<file path="src/hbtm_pkg.sv">
package hbtm_pkg;

    // Table size and time base.
    localparam int NODE_COUNT = 128;
    localparam int TIME_WIDTH = 32;
    localparam int NODE_IDX_W = $clog2(NODE_COUNT);

    // Fixed field widths.
    localparam int OP_W      = 2;
    localparam int NODE_ID_W = 7;
    localparam int PERIOD_W  = 16;
    localparam int COUNT_W   = 8;

    localparam logic [PERIOD_W-1:0] PERIOD_RESET = 16'd100;
    localparam logic [COUNT_W-1:0]  COUNT_MAX    = 8'hFF;

    // Operation codes.
    localparam logic [OP_W-1:0] OP_TICK      = 2'd0;
    localparam logic [OP_W-1:0] OP_HEARTBEAT = 2'd1;
    localparam logic [OP_W-1:0] OP_RESTART   = 2'd2;

    // One read beat of the check sweep as seen by the accumulator.
    typedef struct packed {
        logic                  start;
        logic                  valid;
        logic [NODE_IDX_W-1:0] idx;
        logic                  expired;
    } check_beat_t;

    // Running summary of a check sweep.
    typedef struct packed {
        logic                 found;
        logic [COUNT_W-1:0]   count;
        logic [NODE_ID_W-1:0] first;
    } check_sum_t;

endpackage

</file>
<file path="src/hbtm_ram.sv">
module hbtm_ram #(
    parameter int DEPTH  = 128,
    parameter int WIDTH  = 32,
    parameter int ADDR_W = $clog2(DEPTH)
) (
    input  logic              clk,
    input  logic              we,
    input  logic [ADDR_W-1:0] waddr,
    input  logic [WIDTH-1:0]  wdata,
    input  logic              re,
    input  logic [ADDR_W-1:0] raddr,
    output logic [WIDTH-1:0]  rdata
);

    logic [WIDTH-1:0] mem [DEPTH];
    logic [WIDTH-1:0] rdata_reg;

    // Write port.
    always_ff @(posedge clk)
    begin
        if (we)
        begin
            mem[waddr] <= wdata;
        end
    end

    // Registered read port.
    always_ff @(posedge clk)
    begin
        if (re)
        begin
            rdata_reg <= mem[raddr];
        end
    end

    assign rdata = rdata_reg;

endmodule

</file>
<file path="src/hbtm_check_acc.sv">
module hbtm_check_acc (
    input  logic                 clk,
    input  logic                 rst_n,
    input  hbtm_pkg::check_beat_t beat,
    output hbtm_pkg::check_sum_t  sum
);

    logic                           found_reg, found_next;
    logic [hbtm_pkg::COUNT_W-1:0]   count_reg, count_next;
    logic [hbtm_pkg::NODE_ID_W-1:0] first_reg, first_next;

    // Count expired nodes with saturation and keep the lowest one.
    always_comb
    begin
        found_next = found_reg;
        count_next = count_reg;
        first_next = first_reg;
        if (beat.start)
        begin
            found_next = 1'b0;
            count_next = '0;
            first_next = '0;
        end
        else if (beat.valid && beat.expired)
        begin
            found_next = 1'b1;
            if (!found_reg)
            begin
                first_next = hbtm_pkg::NODE_ID_W'(beat.idx);
            end
            if (count_reg != hbtm_pkg::COUNT_MAX)
            begin
                count_next = count_reg + 1'b1;
            end
        end
    end

    always_ff @(posedge clk or negedge rst_n)
    begin
        if (!rst_n)
        begin
            found_reg <= 1'b0;
            count_reg <= '0;
            first_reg <= '0;
        end
        else
        begin
            found_reg <= found_next;
            count_reg <= count_next;
            first_reg <= first_next;
        end
    end

    assign sum.found = found_reg;
    assign sum.count = count_reg;
    assign sum.first = first_reg;

endmodule

</file>
<file path="src/heartbeat_timeout_monitor.sv">
// Heartbeat timeout monitor.
// Input channel (in_valid / in_stall) carries operation and node_id: a one
// millisecond tick, a heartbeat from a node, or a restart. Every accepted beat
// produces exactly one result beat on the output channel (out_valid /
// out_stall) with timeout_error, missing_count, first_missing_node,
// check_done and monitoring.
// The configuration channel (cfg_valid / cfg_ready / cfg_data) writes the
// check period; write it only while no item is in flight.
// Heartbeats, plain ticks and unused codes need no sweep: the result is
// registered at the accept edge. A tick that starts a check sweeps the
// last-seen time memory one entry per cycle; the result is registered in
// S_FINISH after the S_CHECK sweep and S_DRAIN. A restart rewrites every
// memory entry with the current time in S_REFRESH, result with the last write.
// One item is processed at a time; the input stalls while a sweep runs or
// while a result waits on a stalled receiver. The output register holds its
// beat unchanged until it is taken.
// After reset the block is monitoring, the clock and period counter are zero,
// no node is recorded and the period is 100 ms. The time memory is not
// cleared; the sweep reads every entry but counts only recorded nodes.
module heartbeat_timeout_monitor (
    input  logic                           clk,
    input  logic                           rst_n,
    input  logic                           in_valid,
    output logic                           in_stall,
    input  logic [hbtm_pkg::OP_W-1:0]      operation,
    input  logic [hbtm_pkg::NODE_ID_W-1:0] node_id,
    output logic                           out_valid,
    input  logic                           out_stall,
    output logic                           timeout_error,
    output logic [hbtm_pkg::COUNT_W-1:0]   missing_count,
    output logic [hbtm_pkg::NODE_ID_W-1:0] first_missing_node,
    output logic                           check_done,
    output logic                           monitoring,
    input  logic                           cfg_valid,
    output logic                           cfg_ready,
    input  logic [hbtm_pkg::PERIOD_W-1:0]  cfg_data
);

    typedef enum logic [2:0] {
        S_IDLE,
        S_CHECK,
        S_DRAIN,
        S_FINISH,
        S_REFRESH
    } state_t;

    localparam logic [hbtm_pkg::NODE_IDX_W-1:0] NODE_LAST =
        hbtm_pkg::NODE_IDX_W'(hbtm_pkg::NODE_COUNT - 1);

    state_t                            state_reg, state_next;
    logic [hbtm_pkg::NODE_IDX_W-1:0]   addr_reg, addr_next;
    logic                              rd_valid_reg, rd_valid_next;
    logic [hbtm_pkg::NODE_IDX_W-1:0]   rd_idx_reg, rd_idx_next;
    logic [hbtm_pkg::TIME_WIDTH-1:0]   now_reg, now_next;
    logic [hbtm_pkg::PERIOD_W-1:0]     since_reg, since_next;
    logic                              running_reg, running_next;
    logic [hbtm_pkg::PERIOD_W-1:0]     period_reg, period_next;
    logic [hbtm_pkg::NODE_COUNT-1:0]   recorded_reg, recorded_next;

    logic                              out_valid_reg, out_valid_next;
    logic                              timeout_error_reg, timeout_error_next;
    logic [hbtm_pkg::COUNT_W-1:0]      missing_count_reg, missing_count_next;
    logic [hbtm_pkg::NODE_ID_W-1:0]    first_missing_reg, first_missing_next;
    logic                              check_done_reg, check_done_next;
    logic                              monitoring_reg, monitoring_next;

    logic                              ram_we;
    logic [hbtm_pkg::NODE_IDX_W-1:0]   ram_waddr;
    logic [hbtm_pkg::TIME_WIDTH-1:0]   ram_wdata;
    logic                              ram_re;
    logic [hbtm_pkg::NODE_IDX_W-1:0]   ram_raddr;
    logic [hbtm_pkg::TIME_WIDTH-1:0]   ram_rdata;

    logic                              in_accept;
    logic                              out_free;
    logic [hbtm_pkg::PERIOD_W-1:0]     since_inc;
    logic                              check_hit;
    logic                              node_in_table;
    logic [hbtm_pkg::NODE_IDX_W-1:0]   node_idx;
    logic [hbtm_pkg::TIME_WIDTH-1:0]   age;
    logic                              expired;
    hbtm_pkg::check_beat_t             beat;
    hbtm_pkg::check_sum_t              sum;
    logic                              acc_start;

    // Last-seen time memory.
    hbtm_ram #(
        .DEPTH  (hbtm_pkg::NODE_COUNT),
        .WIDTH  (hbtm_pkg::TIME_WIDTH),
        .ADDR_W (hbtm_pkg::NODE_IDX_W)
    ) u_time_ram (
        .clk   (clk),
        .we    (ram_we),
        .waddr (ram_waddr),
        .wdata (ram_wdata),
        .re    (ram_re),
        .raddr (ram_raddr),
        .rdata (ram_rdata)
    );

    // Age of the entry read in the previous cycle, modulo the clock width.
    assign age     = now_reg - ram_rdata;
    assign expired = recorded_reg[rd_idx_reg] &&
                     (age > hbtm_pkg::TIME_WIDTH'(period_reg));

    assign beat.start   = acc_start;
    assign beat.valid   = rd_valid_reg;
    assign beat.idx     = rd_idx_reg;
    assign beat.expired = expired;

    hbtm_check_acc u_check_acc (
        .clk   (clk),
        .rst_n (rst_n),
        .beat  (beat),
        .sum   (sum)
    );

    // Handshake.
    assign out_free  = !out_valid_reg || !out_stall;
    assign in_stall  = (state_reg != S_IDLE) || !out_free;
    assign in_accept = in_valid && !in_stall;
    assign cfg_ready = (state_reg == S_IDLE);

    assign since_inc     = since_reg + 1'b1;
    assign check_hit     = (since_inc >= period_reg);
    assign node_in_table = (int'(node_id) < hbtm_pkg::NODE_COUNT);
    assign node_idx      = hbtm_pkg::NODE_IDX_W'(node_id);

    // Sequencer: single-cycle items, check sweep and restart sweep.
    always_comb
    begin
        state_next         = state_reg;
        addr_next          = addr_reg;
        now_next           = now_reg;
        since_next         = since_reg;
        running_next       = running_reg;
        period_next        = period_reg;
        recorded_next      = recorded_reg;
        out_valid_next     = out_valid_reg && out_stall;
        timeout_error_next = timeout_error_reg;
        missing_count_next = missing_count_reg;
        first_missing_next = first_missing_reg;
        check_done_next    = check_done_reg;
        monitoring_next    = monitoring_reg;
        ram_we             = 1'b0;
        ram_waddr          = addr_reg;
        ram_wdata          = now_reg;
        ram_re             = 1'b0;
        ram_raddr          = addr_reg;
        acc_start          = 1'b0;

        if (cfg_valid && cfg_ready)
        begin
            period_next = cfg_data;
        end

        case (state_reg)
            S_IDLE:
            begin
                if (in_accept)
                begin
                    // Default result: no check, current running flag.
                    out_valid_next     = 1'b1;
                    timeout_error_next = 1'b0;
                    missing_count_next = '0;
                    first_missing_next = '0;
                    check_done_next    = 1'b0;
                    monitoring_next    = running_reg;
                    case (operation)
                        hbtm_pkg::OP_TICK:
                        begin
                            now_next = now_reg + 1'b1;
                            if (running_reg)
                            begin
                                if (check_hit)
                                begin
                                    since_next     = '0;
                                    acc_start      = 1'b1;
                                    addr_next      = '0;
                                    out_valid_next = 1'b0;
                                    state_next     = S_CHECK;
                                end
                                else
                                begin
                                    since_next = since_inc;
                                end
                            end
                        end
                        hbtm_pkg::OP_HEARTBEAT:
                        begin
                            if (running_reg && node_in_table)
                            begin
                                ram_we                  = 1'b1;
                                ram_waddr               = node_idx;
                                recorded_next[node_idx] = 1'b1;
                            end
                        end
                        hbtm_pkg::OP_RESTART:
                        begin
                            since_next     = '0;
                            running_next   = 1'b1;
                            addr_next      = '0;
                            out_valid_next = 1'b0;
                            state_next     = S_REFRESH;
                        end
                        default:
                        begin
                            // Unused code only reports the running flag.
                        end
                    endcase
                end
            end
            S_CHECK:
            begin
                ram_re    = 1'b1;
                addr_next = addr_reg + 1'b1;
                if (addr_reg == NODE_LAST)
                begin
                    state_next = S_DRAIN;
                end
            end
            S_DRAIN:
            begin
                // The last read beat reaches the accumulator here.
                state_next = S_FINISH;
            end
            S_FINISH:
            begin
                running_next       = running_reg && !sum.found;
                out_valid_next     = 1'b1;
                timeout_error_next = sum.found;
                missing_count_next = sum.count;
                first_missing_next = sum.first;
                check_done_next    = 1'b1;
                monitoring_next    = running_reg && !sum.found;
                state_next         = S_IDLE;
            end
            S_REFRESH:
            begin
                // Unrecorded entries may take the new time too; they never count as expired.
                ram_we    = 1'b1;
                addr_next = addr_reg + 1'b1;
                if (addr_reg == NODE_LAST)
                begin
                    out_valid_next     = 1'b1;
                    timeout_error_next = 1'b0;
                    missing_count_next = '0;
                    first_missing_next = '0;
                    check_done_next    = 1'b0;
                    monitoring_next    = 1'b1;
                    state_next         = S_IDLE;
                end
            end
            default:
            begin
                state_next = S_IDLE;
            end
        endcase

        rd_valid_next = ram_re;
        rd_idx_next   = ram_raddr;
    end

    // State and registered outputs.
    always_ff @(posedge clk or negedge rst_n)
    begin
        if (!rst_n)
        begin
            state_reg         <= S_IDLE;
            addr_reg          <= '0;
            rd_valid_reg      <= 1'b0;
            now_reg           <= '0;
            since_reg         <= '0;
            running_reg       <= 1'b1;
            period_reg        <= hbtm_pkg::PERIOD_RESET;
            recorded_reg      <= '0;
            out_valid_reg     <= 1'b0;
        end
        else
        begin
            state_reg         <= state_next;
            addr_reg          <= addr_next;
            rd_valid_reg      <= rd_valid_next;
            now_reg           <= now_next;
            since_reg         <= since_next;
            running_reg       <= running_next;
            period_reg        <= period_next;
            recorded_reg      <= recorded_next;
            out_valid_reg     <= out_valid_next;
        end
    end

    // Payload registers.
    always_ff @(posedge clk)
    begin
        rd_idx_reg        <= rd_idx_next;
        timeout_error_reg <= timeout_error_next;
        missing_count_reg <= missing_count_next;
        first_missing_reg <= first_missing_next;
        check_done_reg    <= check_done_next;
        monitoring_reg    <= monitoring_next;
    end

    assign out_valid          = out_valid_reg;
    assign timeout_error      = timeout_error_reg;
    assign missing_count      = missing_count_reg;
    assign first_missing_node = first_missing_reg;
    assign check_done         = check_done_reg;
    assign monitoring         = monitoring_reg;

    // A reported timeout always stops monitoring.
    assert property (@(posedge clk) disable iff (!rst_n)
        out_valid |-> !(timeout_error && monitoring))
        else $error("timeout reported while still monitoring");

    // Error and missing count agree on every result beat.
    assert property (@(posedge clk) disable iff (!rst_n)
        out_valid |-> (timeout_error == (missing_count != '0)))
        else $error("timeout flag and missing count disagree");

    // Only a check pass may report anything missing.
    assert property (@(posedge clk) disable iff (!rst_n)
        (out_valid && !check_done) |-> (!timeout_error && first_missing_node == '0))
        else $error("missing node reported without a check");

    // The memory is never read and written in the same cycle.
    assert property (@(posedge clk) disable iff (!rst_n)
        !(ram_we && ram_re))
        else $error("time memory read and write overlap");

    // A stalled result beat stays valid until it has been taken.
    assert property (@(posedge clk) disable iff (!rst_n)
        (out_valid && out_stall) |=> out_valid)
        else $error("result beat dropped while stalled");

endmodule

</file>
<file path="config.mk">
export PLATFORM = sky130hd
export DESIGN_NAME = heartbeat_timeout_monitor
export DESIGN_NICKNAME = d
export VERILOG_FILES = /design/src/hbtm_pkg.sv /design/src/hbtm_ram.sv /design/src/hbtm_check_acc.sv /design/src/heartbeat_timeout_monitor.sv
export SDC_FILE = /design/constraint.sdc
export NUM_CORES = 2
export LEC_CHECK = 0
export BUFFER_PORTS_ARGS = -buffer_cell sky130_fd_sc_hd__buf_2
export CAP_MARGIN = 40
export CORE_ASPECT_RATIO = 1.25
export CORE_MARGIN = 2
export CORE_UTILIZATION = 45
export DETAILED_ROUTE_END_ITERATION = 10
export GPL_TIMING_DRIVEN = 0
export SLEW_MARGIN = 20
export SYNTH_ARGS = -nofsm -noshare
export SYNTH_HDL_FRONTEND = slang
export SYNTH_HIERARCHICAL = 1
export SYNTH_SLANG_ARGS = --single-unit
</file>
<file path="constraint.sdc">
create_clock -name clk -period 7.5 [get_ports clk]
set_clock_uncertainty 0.05 [all_clocks]
set_input_delay 0.75 -clock clk [delete_from_list [all_inputs] [get_ports clk]]
set_output_delay 0.75 -clock clk [all_outputs]
set_load 0.01 [all_outputs]
</file>
# == Word-level counts from Yosys, hierarchy flattened ==
# Memory sizes are Yosys's and may differ from the RTL's. A register that Yosys moved wholly into a read port is not among the register bits.
# Cells that the tools add are included.
# totals
regBits,246
ramBits,4096
out_inout_bits,21
word_cells,145
memories,1
# mem_list
name,words,width,rd,rd_clocked_by_memory_dff,write_ports,line_no,text
u_time_ram.mem,128,32,1,1,1,hbtm_ram.sv:15,logic [WIDTH-1:0] mem [DEPTH];
# op_classes
n_addsub,5
magnitude_cmp,5
eq_ne,17
mux,65
bitwise,1
n_reduce_logical,33
# ops
operator,n
$or A128 B128 Y128,1
$mux W7,12
$mux W8,5
$add A32 B1 Y32 const B,1
$gt A32 B16 Y1,1
$mux W16,2
$pmux W16 S2,1
$sub A32 B32 Y32,1
$pmux W7 S2,2
$mux W1,25
$pmux W8 S3,1
$pmux W7 S3,1
$add A16 B1 Y16 const B,1
$ge A16 B16 Y1,1
$lt A7 B8 Y1 const B,2
$mux W3,5
$pmux W1 S3,4
$pmux W3 S4,1
$reduce_bool A2 Y1,5
$reduce_and A3 Y1,3
$add A8 B1 Y8 const B,1
$ne A2 B2 Y1 const B,4
$ne A8 B8 Y1 const B,1
$reduce_and A4 Y1,2
25 further kinds,43

# == Depth between registers and ports, before layout ==
# logic_depth
ltp_word,10
depth_mapped,25
depth_no_buf,24

# == Modules after synthesis ==
# The synthesis kept the hierarchy.
# modules_own_cells
module,instances,cells_per_inst,area_each_um2
hbtm_ram,1,5990,156596.4
heartbeat_timeout_monitor,1,1204,12723.5
hbtm_check_acc,1,80,829.5

# == Least setup slack after synthesis ==
# No wires, ideal clock.
# synth_timing
path_type,register -> register
from,reg now_reg[0] in the netlist's numbering
to,reg u_check_acc/first_reg[0] in the netlist's numbering
setup_ns,0.132
t_arrival_ns,6.884
path_slack_ns,0.434
stages_incl_launch_ff,26
n_path_buf,1
cell_sequence,dfrtp_1 > inv_1 > ha_1 > fa_1 > nor2b_1 > o211a_1 > o21a_1 > o21a_1 > o21ai_0 > nand2b_1 > a21oi_1 > xnor2_1 > ha_1 > a41o_1 > a21oi_1 > o221ai_1 > o31a_1 > or4_1 > a311o_1 > or4_1 > nor4_2 > a31oi_1 > nand3b_1 > buf_2 > mux2i_1 > nor2_1
# synth_via
elab_chain_cells,6
# synth_lines
element,line_no,text
"start, declared",heartbeat_timeout_monitor.sv:54,"logic [hbtm_pkg::TIME_WIDTH-1:0] now_reg, now_next;"
"start signal, assigned",heartbeat_timeout_monitor.sv:284,now_reg <= now_next;
$sub A32 B32 Y32,heartbeat_timeout_monitor.sv:102,assign age = now_reg - ram_rdata;
$gt A32 B16 Y1,heartbeat_timeout_monitor.sv:104,(age > hbtm_pkg::TIME_WIDTH'(period_reg));
$logic_and A1 B1 Y1,heartbeat_timeout_monitor.sv:103,assign expired = recorded_reg[rd_idx_reg] &&
net expired,heartbeat_timeout_monitor.sv:81,logic expired;
$logic_and A1 B1 Y1,hbtm_check_acc.sv:24,else if (beat.valid && beat.expired)
$reduce_bool A2 Y1 (no source line),--,
$reduce_and A2 Y1 (no source line),--,
"end signal, assigned",hbtm_check_acc.sv:50,first_reg <= first_next;
"end, declared",hbtm_check_acc.sv:10,"logic [hbtm_pkg::NODE_ID_W-1:0] first_reg, first_next;"
# The timed path passes the listed nets, and every way through them passes these cells.
# A chain may end at the register's enable or synchronous reset.

# == Worst setup path in the final report ==
# layout_timing
from,reg now_reg[1] in the netlist's numbering
to,reg u_check_acc/first_reg[1] in the netlist's numbering
# Same word-level chain as after synthesis.

==> results.toml <==
[run_status]
outcome = "complete, no violations"

[floorplan]
pin_count = 51
dieHeight_microns = 691
rows = 252
start_util_pct = 45.2
core_area_sq_um = 376000
fp.dieArea_sq_um = 383000
fp.dieW_microns = 554

[critical_path]
reg2reg_from = "now_reg[1]$_DFFE_PN0P_"
path_class = "flop to flop"
cp.depth = 26
startpoint_type = "flop"
cp.required_ps = 8230
endpoint_kind = "flop"
critPathMaxFanout = 70
r2r_end = "u_check_acc/first_reg[1]$_DFFE_PN0P_"
cp_slowest_cell = "dfrtp_4"
cpPeakStageDelay_ps = 700
rr_worst_depth = 26
cp.arrival_ps = 7890
cpLargestDelayFamily = "compound AO/OA/AOI/OAI gates"
timing.critical_path.buf_inv = 4
rrSetupSlack_ps = 340

[timing]
finalSetupViolCount = 0
fmax_ghz = 0.140
worst_slack_ps = 344
maxSlewViolCount = 0
layout_min_cycle_time_ps = 7160
hold_viol_final = 0
grt_setup_unrepaired = "false"
worst_pin_slew_ps = 938
maxSlewHeadroom_pct = 37.3
min_period_over_period_pct = 95.4

[global_routing]
track_usage_pct = 23.4
grt_first_pass_wirelength_microns = 632000
antenna_found_initial = 54
grt_overflow_total = 0
first_global_vias = 82996
grt_max_degree = 96

[placed_design]
place_area_sq_um = 184000
gp_congestion = 0.889
hpwl_microns = 314000
dpl_worst_slack_ps = 64.6
dp.cells = 12630
io_buffer_count = 49

[pwr]
power_density_nw_per_um2 = 352
power_frac_comb_pct = 29.9
intPower_uw = 48200
switching_power_uw = 21500
power_frac_clock_pct = 29.8
p_leak_uw = 0.0642
p_seq_share_pct = 40.4
peakVddDrop_mv = 0.277
swShare_pct = 30.8

[detailed_routing]
drt_iter0_markers = 9973
drt_pass1_iterations = 6
drc = 0
ant_nets = 0
post_drt_wl_per_cell_microns = 33.6
vias = 81653
routed_wl_microns = 452000
viasPerCell = 6.07

[clock_network]
cts_htree_levels = 5
cts_tree = "built"
clock-sinks = 4374
clk_latency_ps = 940
path_clk_slew_ps = 60
cts_made_buffers = 411
root_buffer = "clkbuf_16"
clk_path_buf_depth = 4

[logic_synthesis]
dominantRegCellSynth = "edfxtp_1"
ys_seq_elements = 4374
synth_area_leaders = "edfxtp_1, mux4_2, dfrtp_1"
synth.cell_area_sq_um = 170000
synth_nets = 7372
synth.avg_cell_area_sq_um = 23.4
ys_warn_count = 6
synth-edff-count = 4146
netlist_instances = 7274
yosysUniqueCellTypes = 78
synth_top_area_share_pct = 73.2
seq_area_frac_synth_pct = 76.5
yosys.area.top_type = "edfxtp_1"
synth_async_sr_flop_share_pct = 5.05

[finish]
finalInstanceArea_sq_um = 198000
finalNonFillerCells = 13456
drive_above_1_share_pct = 32.6
fin_nets = 8222
largest_register_ffs = 4096
area.growth.synth_to_final_pct = 16.5

[min_path]
min_to = "out_valid$_DFF_PN0_"
min-delay-start = "out_stall"
min_path_type = "primary input to flop"
hold_depth = 3

[flow_run]
maxCapViolCount = 0
[synthesized netlist by cell type (33+ instances only)]
cell type,instances
edfxtp_1,4146
mux4_2,1386
dfrtp_1,217
clkbuf_1,215
nor2_1,204
nand2_1,129
buf_2,86
o21bai_1,75
a21o_1,72
inv_1,70
ha_1,67
buf_1,58
nand3_1,51
a21oi_1,45
xnor2_1,45
mux2_2,44
o21ai_0,40
nand4_1,33
[worst max-delay path by stage]
stage / start / to / slack, ps
3_3_place_gp: out_stall / u_time_ram/mem[86][16]$_DFFE_PP_ / -2960
4_1_cts: now_reg[0]$_DFFE_PN0P_ / u_check_acc/first_reg[1]$_DFFE_PN0P_ / 20
5_1_grt: now_reg[1]$_DFFE_PN0P_ / u_check_acc/first_reg[1]$_DFFE_PN0P_ / 20
2_1_floorplan: now_reg[0]$_DFFE_PN0P_ / u_check_acc/first_reg[0]$_DFFE_PN0P_ / 430
6_report: now_reg[1]$_DFFE_PN0P_ / u_check_acc/first_reg[1]$_DFFE_PN0P_ / 340
3_5_place_dp: now_reg[0]$_DFFE_PN0P_ / u_check_acc/first_reg[1]$_DFFE_PN0P_ / 60
[cell usage in the layout (no fill, tap or decap), types with 13 or more instances in the layout]
cell type,n
buf_2,145
nor2b_1,20
xor2_1,27
clkinv_2,77
buf_16,111
nor2_1,84
nand3_1,51
ha_1,67
nand4_1,33
buf_12,116
mux2_2,44
clkbuf_16,422
nand2b_1,26
clkbuf_2,31
and2_1,25
diode_2,50
a21oi_1,45
a21o_1,72
o21ai_0,38
nor3_1,18
mux4_2,1386
buf_8,19
xnor2_1,45
dfrtp_4,32
buf_6,92
nor2_4,120
clkinv_1,88
o21bai_1,75
nand2_1,129
clkinvlp_4,21
dfrtp_1,185
inv_1,70
buf_1,49
buf_4,44
and3_1,15
bufinv_16,44
o21a_1,13
dlygate4sd3_1,17
clkbuf_1,256
edfxtp_1,4146
[kinds of logic (layout without fill, tap and decap cells)]
family / Yosys count / count (layout) / synth area share (%)
buf+inv: 441 / 1620 / 1.08
simple gates: 571 / 571 / 1.59
xor+xnor: 72 / 72 / 0.371
flops: 4374 / 4374 / 76.5
mux: 1440 / 1440 / 18.7
fa+ha+maj: 68 / 68 / 0.504
other cells: 0 / 50 / 0
compound gates: 308 / 308 / 1.26
[power groups by stage]
stage               sequential, uW  clock [uW]  combinational, uW
finish                       28100       20700              20800
global route                 28200       22000              21400
CTS                          28200       21100              20600
detailed placement           28700           0              20500
global placement             29100           0              19100
floorplan                    28700           0              11400
[final cells by class]
cell class / instances / area (sq um)
Tap cell: 4953 / 6200
Buffer: 371 / 1620
Clock inverter: 245 / 2370
Timing Repair Buffer: 437 / 7330
Antenna cell: 50 / 125
Sequential cell: 4374 / 130000
Multi-Input combinational cell: 2459 / 39100
Inverter: 70 / 263
Fill cell: 28652 / 178000
Clock buffer: 497 / 10900
[through the flow]
stage / power [uW] / utilization (%) / hold slack (ps) / TNS (ps)
2_1_floorplan: 40100 / - / 368 / 0
3_3_place_gp: 48100 / 46.9 / 383 / -2468290
5_1_grt: 71600 / 52.6 / 74.2 / 0
6_report: 69700 / 52.6 / 64.6 / 0
4_1_cts: 69900 / 52.5 / 6.34 / 0
3_5_place_dp: 49300 / 49.0 / 391 / 0
[worst register-to-register path, cell delays in order (launching register included)]
cell and delay [ps]:
dfrtp_4 700, buf_16 300, inv_1 140, fa_1 470
nor2b_1 210, o211a_1 240, o21a_1 220, o21a_1 140
o21ai_0 80, nand2b_1 90, a21oi_1 80, xnor2_1 320
ha_1 330, a41o_1 220, a21oi_1 160, o221ai_1 150
o31a_1 370, or4_1 540, a311o_1 320, or4_1 560
nor4_2 220, a31oi_1 220, buf_4 240, nand3b_1 80
buf_2 240, mux2i_1 240, nor2_1 60
[routing by layer]
metal | vias up | track usage, % | part of all wire, %
li1 | 32810 | - | -
met2 | 3467 | 39.1 | 50
met5 | - | 0 | 0.0024
met1 | 44678 | 30.6 | 38
met4 | 2 | 8.89 | 3.8
met3 | 696 | 4.17 | 8.2
[timing repair]
action                                 CTS  global route
hold buffers                            17             0
endpoints found under the hold margin   73             0
setup endpoints to repair                0            15
setup buffers                            0             6
resized for setup                        0             0
Note: power is estimated with default switching activity, not from simulation.
